==> src/hdl/srgb_pkg.sv <==
// Shared types, constants and helpers for the serial RGB command LED driver.
// No dependencies; imported by the front end, the back end and the top level.
package srgb_pkg;

	// Send sequencer stages
	typedef enum logic [2:0] {
		ST_IDLE,
		ST_ZERO,
		ST_MID,
		ST_COLOR,
		ST_END
	} stage_t;

	// Classified input item, front to back
	typedef struct packed {
		logic       is_tick;
		logic       is_null;
		logic       is_start;
		logic [3:0] hdr_hit;
		logic [3:0] nibble;
	} item_t;

	// One result item
	typedef struct packed {
		logic din_high;
		logic din_low;
		logic busy;
		logic ok;
		logic dropped;
	} result_t;

	localparam int CFG_IDX_W  = 2;
	localparam int CFG_DATA_W = 16;

	// Configuration write
	typedef struct packed {
		logic                  valid;
		logic [CFG_IDX_W-1:0]  index;
		logic [CFG_DATA_W-1:0] data;
	} cfg_wr_t;

	// Register indexes
	localparam logic [CFG_IDX_W-1:0] REG_PHASE_TICKS = 2'd0;
	localparam logic [CFG_IDX_W-1:0] REG_PAUSE_TICKS = 2'd1;
	localparam logic [CFG_IDX_W-1:0] REG_LED_COUNT   = 2'd2;

	// Register reset values
	localparam logic [15:0] PHASE_RESET = 16'd1;
	localparam logic [15:0] PAUSE_RESET = 16'd500;
	localparam logic [7:0]  LED_RESET   = 8'd3;

	// Command framing: "rgb=" then six hex digits
	localparam logic [3:0] CMD_LEN  = 4'd10;
	localparam logic [3:0] HDR_LEN  = 4'd4;
	localparam logic [7:0] CHAR_NUL = 8'h00;
	localparam logic [7:0] HEADER [4] = '{8'h72, 8'h67, 8'h62, 8'h3D};

	// Hex digit value, anything else reads as zero
	function automatic logic [3:0] hex_value(input logic [7:0] c);
		logic [7:0] t;
		t = 8'h00;
		if (c >= 8'h30 && c <= 8'h39) begin
			t = c - 8'h30;
		end else if (c >= 8'h41 && c <= 8'h46) begin
			t = c + 8'h0A - 8'h41;
		end else if (c >= 8'h61 && c <= 8'h66) begin
			t = c + 8'h0A - 8'h61;
		end
		return t[3:0];
	endfunction

endpackage

==> src/hdl/srgb_fifo.sv <==
// Small register queue used between the stages of the LED driver.
// No package dependencies.
module srgb_fifo #(
	parameter int WIDTH = 8,
	parameter int DEPTH = 4
) (
	input  logic             clk,
	input  logic             arst_n,
	input  logic             wr,
	output logic             full,
	input  logic [WIDTH-1:0] din,
	input  logic             rd,
	output logic             empty,
	output logic [WIDTH-1:0] dout
);
	localparam int PTR_W = (DEPTH > 1) ? $clog2(DEPTH) : 1;
	localparam int CNT_W = $clog2(DEPTH + 1);

	logic [WIDTH-1:0] slot_q [DEPTH];
	logic [PTR_W-1:0] wr_ptr_q, rd_ptr_q;
	logic [CNT_W-1:0] cnt_q;
	logic             do_wr, do_rd;

	assign full  = (cnt_q == CNT_W'(DEPTH));
	assign empty = (cnt_q == '0);
	assign do_wr = wr && !full;
	assign do_rd = rd && !empty;
	assign dout  = slot_q[rd_ptr_q];

	// Store the incoming entry
	always_ff @(posedge clk) begin
		if (do_wr) begin
			slot_q[wr_ptr_q] <= din;
		end
	end

	// Advance pointers and occupancy
	always_ff @(posedge clk or negedge arst_n) begin
		if (!arst_n) begin
			wr_ptr_q <= '0;
			rd_ptr_q <= '0;
			cnt_q    <= '0;
		end else begin
			if (do_wr) begin
				wr_ptr_q <= (wr_ptr_q == PTR_W'(DEPTH - 1)) ? '0 : wr_ptr_q + 1'b1;
			end
			if (do_rd) begin
				rd_ptr_q <= (rd_ptr_q == PTR_W'(DEPTH - 1)) ? '0 : rd_ptr_q + 1'b1;
			end
			if (do_wr && !do_rd) begin
				cnt_q <= cnt_q + 1'b1;
			end else if (do_rd && !do_wr) begin
				cnt_q <= cnt_q - 1'b1;
			end
		end
	end

endmodule

==> src/hdl/srgb_front.sv <==
// Front end of the LED driver: accepts items and classifies received bytes.
// Depends on srgb_pkg.
module srgb_front (
	input  logic            clk,
	input  logic            arst_n,
	input  logic            push,
	output logic            full,
	input  logic            op,
	input  logic [7:0]      rx_byte,
	output logic            q_wr,
	input  logic            q_full,
	output srgb_pkg::item_t q_item
);
	import srgb_pkg::*;

	item_t cls;
	item_t item_s1;
	logic  v_s1;
	logic  accept;

	// Decode the byte against the header and as a hex digit
	always_comb begin
		cls.is_tick  = op;
		cls.is_null  = (rx_byte == CHAR_NUL);
		cls.is_start = (rx_byte == HEADER[0]);
		for (int i = 0; i < 4; i++) begin
			cls.hdr_hit[i] = (rx_byte == HEADER[i]);
		end
		cls.nibble = hex_value(rx_byte);
	end

	assign full   = v_s1 && q_full;
	assign accept = push && !full;
	assign q_wr   = v_s1;
	assign q_item = item_s1;

	// Hold the classified item until the queue takes it
	always_ff @(posedge clk or negedge arst_n) begin
		if (!arst_n) begin
			v_s1 <= 1'b0;
		end else if (accept) begin
			v_s1 <= 1'b1;
		end else if (!q_full) begin
			v_s1 <= 1'b0;
		end
	end

	always_ff @(posedge clk) begin
		if (accept) begin
			item_s1 <= cls;
		end
	end

endmodule

==> src/hdl/srgb_back.sv <==
// Back end of the LED driver: command collector, send sequencer and registers.
// Depends on srgb_pkg.
module srgb_back #(
	parameter int COLOR_BITS = 8
) (
	input  logic              clk,
	input  logic              arst_n,
	input  srgb_pkg::cfg_wr_t cfg,
	input  logic              in_empty,
	input  srgb_pkg::item_t   in_item,
	output logic              in_rd,
	input  logic              out_full,
	output logic              out_wr,
	output srgb_pkg::result_t out_res
);
	import srgb_pkg::*;

	localparam int K_W = (COLOR_BITS > 1) ? $clog2(COLOR_BITS) : 1;
	localparam logic [K_W-1:0] K_LAST = K_W'(COLOR_BITS - 1);

	// Configuration registers
	logic [15:0] phase_q, pause_q;
	logic [7:0]  ledcnt_q;

	// Collector state
	logic [3:0]  cc_q, cc_d;
	logic        hm_q, hm_d;
	logic [23:0] color_q, color_d;

	// Sequencer state
	stage_t         stage_q, stage_d;
	logic [7:0]     led_q, led_d;
	logic [1:0]     col_q, col_d;
	logic [K_W-1:0] k_q, k_d;
	logic           half_q, half_d;
	logic [16:0]    tick_q, tick_d;

	logic        take;
	logic        enter;
	stage_t      enter_tgt;
	logic        hm_n;
	logic [15:0] plen;
	logic [16:0] tick_inc, mid_lim;
	logic [8:0]  led_inc;
	logic [1:0]  lv;
	result_t     res;

	// Pin levels for a given sequencer position
	function automatic logic [1:0] pin_levels(input stage_t s, input logic h,
			input logic [1:0] c, input logic [K_W-1:0] k, input logic [23:0] w);
		logic [3:0] idx;
		logic [7:0] val;
		logic       b;
		idx = 4'(COLOR_BITS - 1) - 4'(k);
		unique case (c)
			2'd0:    val = w[7:0];
			2'd1:    val = w[15:8];
			default: val = w[23:16];
		endcase
		b = (s == ST_COLOR) && !idx[3] && val[idx[2:0]];
		if ((s == ST_ZERO || s == ST_COLOR) && !h) begin
			return {b, b};
		end
		return 2'b01;
	endfunction

	// Stage actually entered, skipping empty passes
	function automatic stage_t entered(input stage_t s, input logic [7:0] n);
		stage_t r;
		r = s;
		if (n == 8'd0 && s == ST_ZERO) begin
			r = ST_MID;
		end else if (n == 8'd0 && s == ST_COLOR) begin
			r = ST_END;
		end
		return r;
	endfunction

	assign take     = !in_empty && !out_full;
	assign in_rd    = take;
	assign out_wr   = take;
	assign out_res  = res;
	assign plen     = (phase_q == 16'd0) ? 16'd1 : phase_q;
	assign tick_inc = tick_q + 17'd1;
	assign mid_lim  = {1'b0, plen} + {1'b0, pause_q};
	assign led_inc  = {1'b0, led_q} + 9'd1;

	// Execute one item
	always_comb begin
		cc_d      = cc_q;
		hm_d      = hm_q;
		color_d   = color_q;
		stage_d   = stage_q;
		led_d     = led_q;
		col_d     = col_q;
		k_d       = k_q;
		half_d    = half_q;
		tick_d    = tick_q;
		enter     = 1'b0;
		enter_tgt = ST_IDLE;
		hm_n      = hm_q;
		res       = '0;
		lv        = 2'b01;

		if (take && in_item.is_tick) begin
			// report the levels of this tick, then consume it
			lv       = pin_levels(stage_q, half_q, col_q, k_q, color_q);
			res.busy = (stage_q != ST_IDLE);
			unique case (stage_q)
				ST_IDLE: begin
				end
				ST_ZERO, ST_COLOR: begin
					if (tick_inc >= {1'b0, plen}) begin
						tick_d = '0;
						if (!half_q) begin
							half_d = 1'b1;
						end else begin
							half_d = 1'b0;
							if (k_q == K_LAST) begin
								k_d = '0;
								if (col_q == 2'd2) begin
									col_d = '0;
									if (led_inc >= {1'b0, ledcnt_q}) begin
										enter     = 1'b1;
										enter_tgt = (stage_q == ST_ZERO) ? ST_MID : ST_END;
									end else begin
										led_d = led_inc[7:0];
									end
								end else begin
									col_d = col_q + 2'd1;
								end
							end else begin
								k_d = k_q + 1'b1;
							end
						end
					end else begin
						tick_d = tick_inc;
					end
				end
				ST_MID: begin
					if (tick_inc >= mid_lim) begin
						enter     = 1'b1;
						enter_tgt = ST_COLOR;
					end else begin
						tick_d = tick_inc;
					end
				end
				ST_END: begin
					if (tick_inc >= {1'b0, plen}) begin
						enter     = 1'b1;
						enter_tgt = ST_IDLE;
					end else begin
						tick_d = tick_inc;
					end
				end
				default: begin
					enter     = 1'b1;
					enter_tgt = ST_IDLE;
				end
			endcase
		end else if (take) begin
			// collect the byte, or drop it while sending
			priority if (stage_q != ST_IDLE) begin
				res.dropped = 1'b1;
			end else if (in_item.is_null) begin
				cc_d = '0;
				hm_d = 1'b0;
			end else if (cc_q == 4'd0 && !in_item.is_start) begin
				cc_d = cc_q;
			end else begin
				if (cc_q < HDR_LEN) begin
					if (!in_item.hdr_hit[cc_q[1:0]]) begin
						hm_n = 1'b1;
					end
				end else begin
					color_d = {color_q[19:0], in_item.nibble};
				end
				if (cc_q + 4'd1 >= CMD_LEN) begin
					if (!hm_n) begin
						res.ok    = 1'b1;
						enter     = 1'b1;
						enter_tgt = ST_ZERO;
					end
					cc_d = '0;
					hm_d = 1'b0;
				end else begin
					cc_d = cc_q + 4'd1;
					hm_d = hm_n;
				end
			end
		end

		// Start a new stage with cleared counters
		if (enter) begin
			stage_d = entered(enter_tgt, ledcnt_q);
			led_d   = '0;
			col_d   = '0;
			k_d     = '0;
			half_d  = 1'b0;
			tick_d  = '0;
		end

		// A byte reports the levels after it is handled
		if (take && !in_item.is_tick) begin
			lv       = pin_levels(stage_d, half_d, col_d, k_d, color_d);
			res.busy = (stage_d != ST_IDLE);
		end
		res.din_high = lv[1];
		res.din_low  = lv[0];
	end

	// State registers
	always_ff @(posedge clk or negedge arst_n) begin
		if (!arst_n) begin
			cc_q    <= '0;
			hm_q    <= 1'b0;
			color_q <= '0;
			stage_q <= ST_IDLE;
			led_q   <= '0;
			col_q   <= '0;
			k_q     <= '0;
			half_q  <= 1'b0;
			tick_q  <= '0;
		end else begin
			cc_q    <= cc_d;
			hm_q    <= hm_d;
			color_q <= color_d;
			stage_q <= stage_d;
			led_q   <= led_d;
			col_q   <= col_d;
			k_q     <= k_d;
			half_q  <= half_d;
			tick_q  <= tick_d;
		end
	end

	// Configuration writes; an unused index is ignored
	always_ff @(posedge clk or negedge arst_n) begin
		if (!arst_n) begin
			phase_q  <= PHASE_RESET;
			pause_q  <= PAUSE_RESET;
			ledcnt_q <= LED_RESET;
		end else if (cfg.valid) begin
			unique case (cfg.index)
				REG_PHASE_TICKS: phase_q  <= cfg.data;
				REG_PAUSE_TICKS: pause_q  <= cfg.data;
				REG_LED_COUNT:   ledcnt_q <= cfg.data[7:0];
				default: begin
				end
			endcase
		end
	end

endmodule

==> src/hdl/serial_rgb_command_led_driver.sv <==
// Top level of the serial RGB command LED driver.
// Depends on srgb_pkg, srgb_fifo, srgb_front and srgb_back.
//
// Bytes and time ticks enter through a queue-style push port; results leave
// through a pop port, one result per item, in order. While neither queue is
// full, the block sustains one item per clock cycle: the back end executes
// each item as it reads it from the item queue. When nothing stalls, an item
// passes the front register, then the item queue, and its result then shows
// on the result ports from the result queue, which holds it until popped.
// A command "rgb=RRGGBB" sends an all-zero pass, a latch with pause, the
// colour pass and a final latch; all timing counts tick items, not clocks.
// Configuration writes are always ready and take effect at once.
module serial_rgb_command_led_driver #(
	parameter int COLOR_BITS  = 8,
	parameter int QUEUE_DEPTH = 4
) (
	input  logic                           clk,
	input  logic                           arst_n,
	input  logic                           push,
	output logic                           full,
	input  logic                           op,
	input  logic [7:0]                     rx_byte,
	output logic                           empty,
	input  logic                           pop,
	output logic                           din_high,
	output logic                           din_low,
	output logic                           busy_res,
	output logic                           command_ok,
	output logic                           byte_dropped,
	input  logic                           cfg_valid,
	output logic                           cfg_ready,
	input  logic [srgb_pkg::CFG_IDX_W-1:0]  cfg_index,
	input  logic [srgb_pkg::CFG_DATA_W-1:0] cfg_data
);
	import srgb_pkg::*;

	item_t   f_item, b_item;
	logic    f_wr, f_full;
	logic    b_empty, b_rd;
	logic    r_wr, r_full;
	result_t r_in, r_out;
	cfg_wr_t cfg;

	assign cfg_ready = 1'b1;
	assign cfg.valid = cfg_valid;
	assign cfg.index = cfg_index;
	assign cfg.data  = cfg_data;

	srgb_front u_front (
		.clk     (clk),
		.arst_n  (arst_n),
		.push    (push),
		.full    (full),
		.op      (op),
		.rx_byte (rx_byte),
		.q_wr    (f_wr),
		.q_full  (f_full),
		.q_item  (f_item)
	);

	// Decouple classification from execution
	srgb_fifo #(
		.WIDTH ($bits(item_t)),
		.DEPTH (QUEUE_DEPTH)
	) u_item_q (
		.clk    (clk),
		.arst_n (arst_n),
		.wr     (f_wr),
		.full   (f_full),
		.din    (f_item),
		.rd     (b_rd),
		.empty  (b_empty),
		.dout   (b_item)
	);

	srgb_back #(
		.COLOR_BITS (COLOR_BITS)
	) u_back (
		.clk      (clk),
		.arst_n   (arst_n),
		.cfg      (cfg),
		.in_empty (b_empty),
		.in_item  (b_item),
		.in_rd    (b_rd),
		.out_full (r_full),
		.out_wr   (r_wr),
		.out_res  (r_in)
	);

	// Hold results until the consumer pops them
	srgb_fifo #(
		.WIDTH ($bits(result_t)),
		.DEPTH (QUEUE_DEPTH)
	) u_res_q (
		.clk    (clk),
		.arst_n (arst_n),
		.wr     (r_wr),
		.full   (r_full),
		.din    (r_in),
		.rd     (pop),
		.empty  (empty),
		.dout   (r_out)
	);

	assign din_high     = r_out.din_high;
	assign din_low      = r_out.din_low;
	assign busy_res     = r_out.busy;
	assign command_ok   = r_out.ok;
	assign byte_dropped = r_out.dropped;

endmodule

==> config.mk <==
export PLATFORM = sky130hd
export DESIGN_NAME = serial_rgb_command_led_driver
export DESIGN_NICKNAME = d
export VERILOG_FILES = /design/src/hdl/srgb_pkg.sv /design/src/hdl/srgb_fifo.sv /design/src/hdl/srgb_front.sv /design/src/hdl/srgb_back.sv /design/src/hdl/serial_rgb_command_led_driver.sv
export SDC_FILE = /design/constraint.sdc
export NUM_CORES = 1
export LEC_CHECK = 0
export ABC_CLOCK_PERIOD_IN_PS = 9400
export BUFFER_PORTS_ARGS = -buffer_cell sky130_fd_sc_hd__buf_2
export CORE_MARGIN = 8
export CORE_UTILIZATION = 55
export DETAILED_ROUTE_END_ITERATION = 6
export PLACE_DENSITY = 0.72
export RECOVER_POWER = 25
export SLEW_MARGIN = 20
export SYNTH_ARGS = -nofsm -noshare
export SYNTH_HDL_FRONTEND = slang
export SYNTH_SLANG_ARGS = --single-unit
==> constraint.sdc <==
create_clock -name clk -period 9.4 [get_ports clk]
set_input_delay 1.88 -clock clk [delete_from_list [all_inputs] [get_ports clk]]
set_output_delay 1.88 -clock clk [all_outputs]
set_load 0.1 [all_outputs]
==> results of run 1 <==
cell type report:
class / instances / area share
well taps: 265 / 0.02810
inverters: 58 / 0.01845
clock buffers: 17 / 0.03606
repair buffers: 44 / 0.02015
clock inverters: 15 / 0.01357
multi-input cells: 677 / 0.4543
flip-flops and latches: 188 / 0.4294
state kept, by name, indices dropped and copies added (netlist names), 4 cells and up:
name	cells
u_back.cc_q	4
u_back.color_q	24
u_back.led_q	8
u_back.ledcnt_q	8
u_back.pause_q	16
u_back.phase_q	16
u_back.tick_q	17
u_front.q_item	10
u_item_q.slot_q	40
u_res_q.slot_q	20
kinds of logic (layout without fill, tap and decap cells):
family                   count (synthesis)  after routing  synth area share
buffers and inverters                   99            134           0.03790
XOR/XNOR                                52             52           0.04276
other                                    1              1         0.0003463
AND/OR/NAND/NOR                        262            262            0.1213
multiplexers                            88             88            0.1095
adder cells (fa/ha/maj)                 83             83           0.09776
flip-flops                             188            188            0.4679
AO/OA/AOI/OAI                          191            191            0.1225
layout by cell type (no fill, tap or decap), types with 13 or more instances in the layout:
| cell type | instances |
|---|---|
| sky130_fd_sc_hd__mux2i_1 | 18 |
| sky130_fd_sc_hd__xor2_1 | 18 |
| sky130_fd_sc_hd__inv_1 | 56 |
| sky130_fd_sc_hd__a21oi_1 | 33 |
| sky130_fd_sc_hd__nor3_1 | 23 |
| sky130_fd_sc_hd__nand3_1 | 21 |
| sky130_fd_sc_hd__ha_1 | 78 |
| sky130_fd_sc_hd__clkbuf_16 | 17 |
| sky130_fd_sc_hd__nand2_1 | 61 |
| sky130_fd_sc_hd__o21ai_0 | 55 |
| sky130_fd_sc_hd__mux2_2 | 50 |
| sky130_fd_sc_hd__xnor2_1 | 33 |
| sky130_fd_sc_hd__o31ai_1 | 13 |
| sky130_fd_sc_hd__edfxtp_1 | 70 |
| sky130_fd_sc_hd__nor2_1 | 71 |
| sky130_fd_sc_hd__mux4_2 | 19 |
| sky130_fd_sc_hd__dfrtp_1 | 109 |
| sky130_fd_sc_hd__buf_2 | 37 |
stage by stage:
step,power (mW),hold WS (ps),cell area [µm²]
2_1_floorplan,2.212,456.0,10830
3_3_place_gp,2.480,474.7,11210
4_1_cts,3.231,493.5,11800
6_report,3.212,488.7,11800
3_5_place_dp,2.510,477.6,11210
5_1_grt,3.418,504.0,11800
metal layers:
| metal | vias up | wire length (µm) |
|---|---|---|
| met1 | 3671 | 10120 |
| li1 | 3600 | - |
| met4 | 0 | 429 |
| met5 | - | 0 |
| met3 | 28 | 1077 |
| met2 | 185 | 10690 |
final timing paths:
check                                        to  slack, ps
max                        u_res_q.slot_q[1][4]       1830
min                            u_res_q.cnt_q[2]        490
max reg2reg                u_res_q.slot_q[1][4]       1830
min reg2reg                    u_res_q.cnt_q[2]        490
max in group asynchronous    u_back.color_q[18]       6620
min in group asynchronous    u_back.pause_q[10]       1450
report_power, final:
| part | switching [mW] | internal (mW) |
|---|---|---|
| Clock | 0.354 | 0.358 |
| Sequential | 0.153 | 1.07 |
| Combinational | 0.799 | 0.480 |
==> metrics.json, run 1 <==
{
  "final_layout": {
    "number_of_nets_in_the_layout": 1099,
    "syn_to_final_growth_pct": 8.967,
    "drive_above_1_share": 0.1792,
    "antennaDiodeCount": 0,
    "utilization": 0.6082,
    "filler_cell_count": 1589,
    "finish.cell_count_without_fillers": 1264,
    "multi_input_gate_area_in_the_final_layout_um2": 5360,
    "area.sequential_um2": 5066
  },
  "clock_network": {
    "clk-insertion-delay-late_ps": 440,
    "cts_htree_levels": 4,
    "clkSlewWorstSetupHoldPaths_ps": 80,
    "cts.sinks": 188,
    "cts-root-buf": "sky130_fd_sc_hd__clkbuf_16",
    "postCtsSetupBuffers": 0,
    "cts_buffers": 17,
    "post_cts_resize_count": 0,
    "cts_tree": "done",
    "cts_hold_repair.buffers": 0,
    "cts_max_path_buffers": 2
  },
  "synth": {
    "area_of_the_mapped_netlist_um2": 10830,
    "dominantRegCellSynth": "sky130_fd_sc_hd__dfrtp_1",
    "synth_most_common_cell": "sky130_fd_sc_hd__dfrtp_1",
    "synth.lib_cells_used.distinct": 84,
    "post_synth_inst_count": 964,
    "part_of_the_yosys_area_used_for_sequential_elements": 0.4679,
    "postSynthNetCount": 1077,
    "syn_avg_cell_area_um2": 11.23,
    "yosysTopAreaCell": "sky130_fd_sc_hd__dfrtp_1",
    "synthArstFlopShare": 0.6277,
    "synth-edff-count": 70,
    "yosys-top-cells-count": "109 x sky130_fd_sc_hd__dfrtp_1, 78 x sky130_fd_sc_hd__ha_1, 71 x sky130_fd_sc_hd__nor2_1",
    "postSynthRegisterBits": 188,
    "synth_warnings": 0,
    "leading_post_synthesis_cells_by_cell_area": "sky130_fd_sc_hd__dfrtp_1 25%, sky130_fd_sc_hd__edfxtp_1 19%, sky130_fd_sc_hd__ha_1 9.0%",
    "synth_top_cell_area_share": 0.2519
  },
  "die": {
    "fp.dieW_um": 156.3,
    "initial_utilization": 0.5582,
    "dieHeight_um": 156.3,
    "fp.dieArea_um2": 24430,
    "placementRows": 51,
    "io-pin-count": 40,
    "core_region_area_um2": 19400
  },
  "grt": {
    "grt_most_used_layer": "met2",
    "grt_antenna_before_repair": 0,
    "grt_remaining_overflow": 0,
    "via_count_of_the_first_global_routing_pass": 7371,
    "wire_length_of_the_first_global_routing_pass_um": 37290,
    "track_usage": 0.1911,
    "groute.layer.met1.usage": 0.2492,
    "use_met3": 0.04275,
    "grt_start_max_net_pins": 69,
    "groute.layer.met2.usage": 0.3137
  },
  "sta": {
    "hold_violation_total_from_the_final_report": 0,
    "final.setup.tns_ps": 0,
    "setup_ws_post_layout_ps": 1832,
    "min_period_over_period": 0.8051,
    "setup_viol": 0,
    "slew_viol_final": 0,
    "finClkSkew_ps": 15.52,
    "post-route-min-period_ps": 7568,
    "rsz0062_at_grt": "false",
    "max_slew_margin": 0.3659,
    "max_clock_freq_mhz": 132.1,
    "worstMarginPinSlew_ps": 949.1
  },
  "worst_setup_path": {
    "critical_path_peak_fanout": 16,
    "ff2ff_path_depth": 30,
    "rr_startpoint": "u_back.phase_q[8]",
    "critical_path_depth": 30,
    "worstSetupStartpoint": "u_back.phase_q[8]",
    "path_common_cell": "sky130_fd_sc_hd__a21oi_1",
    "timing.critical_path.required_ps": 9550,
    "crit_path_start_kind": "flop",
    "cp.arrival_ps": 7720,
    "timing.critical_path.buf_inv": 1,
    "timing.critical_path.to_type": "flop",
    "crit_family": "compound AO/OA/AOI/OAI gates",
    "critical_path_class": "flop to flop",
    "worst_path_max_delay_cell": "sky130_fd_sc_hd__nor3b_4",
    "worst_path_largest_cell_delay_ps": 650
  },
  "run": {
    "max-cap-violations": 0
  },
  "worst_hold_path": {
    "min_delay_path_depth": 1,
    "timing.hold.worst.start": "u_res_q.cnt_q[2]",
    "hold_path.class": "flop to flop"
  },
  "routing": {
    "routed_wl_um": 22320,
    "dr_vias": 7484,
    "detail_route.wl_per_cell_um": 17.66,
    "drt_iter0_drc": 582,
    "drtPass1Iterations": 5,
    "drc": 0,
    "ant_nets": 0,
    "via_per_inst": 5.921
  },
  "placement": {
    "port_buffers": 38,
    "placement.setup.worst_slack_ps": 2008,
    "dp_hpwl_um": 16290,
    "gp_routability_congestion": 0.8998,
    "dpl.cell_count": 1232
  },
  "power_and_ir_drop": {
    "irDropWorstVdd_mv": 0.2274,
    "cellPowerDensity_nw_per_um2": 272.2,
    "total_leakage_power_nw": 5.223
  },
  "outcome": {
    "status": "finished, final reports clean"
  }
}
Power figures use the tool's default switching activity.
==> inputs of run 2 (changes only) <==
ABC_CLOCK_PERIOD_IN_PS = 7200   (was 9400)
clock period = 7.2 ns   (was 9.4 ns; I/O delays follow)
==> metrics.json, run 2 (synthesis gave the netlist of run 1 again) <==
{
  "outcome": {
    "status": "finished, violations left",
    "violations": "max-capacitance violations, max-slew violations"
  },
  "placement": {
    "port_buffers": {"value": 38, "change": "unchanged"},
    "gp_routability_congestion": {"value": 0.9069, "change": "+0.79%"},
    "placement.setup.worst_slack": {"value": 325.7, "unit": "ps", "change": "-1682 ps"},
    "cell_area_reported_after_detailed_placement": {"value": 11250, "unit": "µm²", "change": "+0.33%"},
    "dp_hpwl": {"value": 16720, "unit": "µm", "change": "+2.6%"},
    "dpl.cell_count": {"value": 1237, "change": "+0.41%"}
  },
  "worst_setup_path": {
    "crit_family": "compound AO/OA/AOI/OAI gates",
    "timing.critical_path.to_type": "flop",
    "timing.critical_path.required": {"value": 7430, "unit": "ps", "change": "-2120 ps"},
    "critical_path_class": "flop to flop",
    "crit_path_start_kind": "flop",
    "worst_path_max_delay_cell": "sky130_fd_sc_hd__or4_1",
    "critical_path_peak_fanout": {"value": 18, "change": "+2"},
    "cp.arrival": {"value": 6990, "unit": "ps", "change": "-730 ps"},
    "worst_path_largest_cell_delay": {"value": 530, "unit": "ps", "change": "-120 ps"},
    "timing.critical_path.buf_inv": {"value": 3, "change": "+2"}
  },
  "clock_network": {
    "cts.sinks": {"value": 188, "change": "unchanged"},
    "cts-root-buf": "sky130_fd_sc_hd__clkbuf_16",
    "postCtsSetupBuffers": {"value": 0, "change": "unchanged"},
    "clk-insertion-delay-late": {"value": 440, "unit": "ps", "change": "about the same"},
    "cts_max_path_buffers": {"value": 2, "change": "unchanged"},
    "clkSlewWorstSetupHoldPaths": {"value": 80, "unit": "ps", "change": "about the same"},
    "post_cts_resize_count": {"value": 0, "change": "unchanged"},
    "cts_htree_levels": {"value": 4, "change": "unchanged"},
    "cts_buffers": {"value": 17, "change": "unchanged"},
    "cts_hold_repair.buffers": {"value": 0, "change": "unchanged"},
    "cts_tree": "done"
  },
  "sta": {
    "max_clock_freq": {"value": 148.0, "unit": "MHz", "change": "+12%"},
    "worstMarginPinSlew": {"value": 2945, "unit": "ps", "change": "+1996 ps"},
    "setup_ws_post_layout": {"value": 441.0, "unit": "ps", "change": "-1391 ps"},
    "finClkSkew": {"value": 13.91, "unit": "ps", "change": "-1.608 ps"},
    "hold_violation_total_from_the_final_report": {"value": 0, "change": "unchanged"},
    "max_slew_margin": {"value": -0.9633, "change": "-1.329"},
    "setup_viol": {"value": 0, "change": "unchanged"},
    "post-route-min-period": {"value": 6759, "unit": "ps", "change": "-808.8 ps"},
    "slew_viol_final": {"value": 53, "change": "+53"},
    "min_period_over_period": {"value": 0.9387, "change": "+0.1337"}
  },
  "final_layout": {
    "layout_common_cells": "107 x sky130_fd_sc_hd__dfrtp_1, 78 x sky130_fd_sc_hd__ha_1, 70 x sky130_fd_sc_hd__nor2_1, 70 x sky130_fd_sc_hd__edfxtp_1, 61 x sky130_fd_sc_hd__nand2_1",
    "largest_register_ffs": {"value": 40, "change": "unchanged"},
    "drive_above_1_share": {"value": 0.1912, "change": "+0.01206"},
    "reg.largest.list": "u_item_q.slot_q: 40 flops, u_back.color_q: 24 flops, u_res_q.slot_q: 20 flops",
    "antennaDiodeCount": {"value": 0, "change": "unchanged"},
    "filler_cell_count": {"value": 1609, "change": "+1.3%"},
    "layout.cells.most_common": "sky130_fd_sc_hd__dfrtp_1",
    "utilization": {"value": 0.6122, "change": "+0.003999"},
    "number_of_nets_in_the_layout": {"value": 1104, "change": "+0.45%"},
    "area_of_all_placed_cells_without_fillers": {"value": 11880, "unit": "µm²", "change": "+0.66%"},
    "syn_to_final_growth_pct": 9.683,
    "area.sequential": {"value": 5069, "unit": "µm²", "change": "about the same"},
    "multi_input_gate_area_in_the_final_layout": {"value": 5405, "unit": "µm²", "change": "+0.84%"},
    "finish.cell_count_without_fillers": {"value": 1269, "change": "+0.40%"},
    "largest-register": "u_item_q.slot_q"
  },
  "die": {
    "fp.dieArea": {"value": 24430, "unit": "µm²", "change": "unchanged"},
    "io-pin-count": {"value": 40, "change": "unchanged"},
    "core_region_area": {"value": 19400, "unit": "µm²", "change": "unchanged"},
    "dieHeight": {"value": 156.3, "unit": "µm", "change": "unchanged"},
    "placementRows": {"value": 51, "change": "unchanged"},
    "fp.dieW": {"value": 156.3, "unit": "µm", "change": "unchanged"},
    "initial_utilization": {"value": 0.5582, "change": "unchanged"}
  },
  "grt": {
    "track_usage": {"value": 0.1951, "change": "+0.004026"},
    "via_count_of_the_first_global_routing_pass": {"value": 7569, "change": "+2.7%"},
    "grt_remaining_overflow": {"value": 0, "change": "unchanged"},
    "grt_antenna_before_repair": {"value": 0, "change": "unchanged"},
    "wire_length_of_the_first_global_routing_pass": {"value": 38230, "unit": "µm", "change": "+2.5%"},
    "grt_start_max_net_pins": {"value": 68, "change": "-1.4%"}
  },
  "routing": {
    "detail_route.wl_per_cell": {"value": 17.89, "unit": "µm", "change": "+1.3%"},
    "via_per_inst": {"value": 5.891, "change": "-0.50%"},
    "drt_iter0_drc": {"value": 439, "change": "-25%"},
    "drtPass1Iterations": {"value": 5, "change": "unchanged"},
    "drc": {"value": 0, "change": "unchanged"},
    "dr_vias": {"value": 7476, "change": "-0.11%"},
    "ant_nets": {"value": 0, "change": "unchanged"},
    "routed_wl": {"value": 22700, "unit": "µm", "change": "+1.7%"}
  },
  "power_and_ir_drop": {
    "cellPowerDensity": {"value": 354.7, "unit": "nW/µm²", "change": "+30%"},
    "total_leakage_power": {"value": 5.253, "unit": "nW", "change": "+0.57%"},
    "irDropWorstVdd": {"value": 0.2889, "unit": "mV", "change": "+27%"},
    "totalPowerFinal": {"value": 4.212, "unit": "mW", "change": "+31%"}
  },
  "worst_hold_path": {
    "hold_path.class": "flop to flop"
  },
  "run": {
    "max-cap-violations": {"value": 1, "change": "+1"}
  }
}
-- run 2: path summary, 6_finish.rpt --
kind,from,to,slack (ps),cells past startpoint
setup / recovery,u_back.phase_q[3],u_res_q.slot_q[2][4],440,30
hold / removal,u_item_q.cnt_q[2],u_item_q.cnt_q[2],510,1
setup reg to reg,u_back.phase_q[3],u_res_q.slot_q[2][4],440,30
hold reg to reg,u_item_q.cnt_q[2],u_item_q.cnt_q[2],510,1
max in group asynchronous,arst_n,u_back.phase_q[6],3140,2
min in group asynchronous,arst_n,u_back.pause_q[10],1940,1
-- run 2: per-stage QoR --
step,hold WS [ps],TNS (ps)
floorplan,456.0,0
global placement,471.5,0
detailed placement,487.3,0
CTS,510.6,0
global route,517.7,-90.34
finish,506.0,0
-- run 2: layout make-up --
type                            instances  share of cell area
Clock buffer                           18             0.03614
Sequential cell                       188              0.4268
Tap cell                              265             0.02792
Clock inverter                         14             0.01285
Timing Repair Buffer                   49             0.02286
Multi-Input combinational cell        677              0.4551
Inverter                               58             0.01833
-- run 2: layer usage --
layer  vias up  wire, µm  track usage
li1       3613         -            -
met1      3672     10510       0.2604
met2       160     10920       0.3183
met3        31       890      0.03420
met4         0       382      0.06133
met5         -         0            0
-- run 2: report_power, final --
group	switching, mW	internal, mW
Sequential	0.201	1.39
Combinational	1.05	0.645
Clock	0.457	0.464
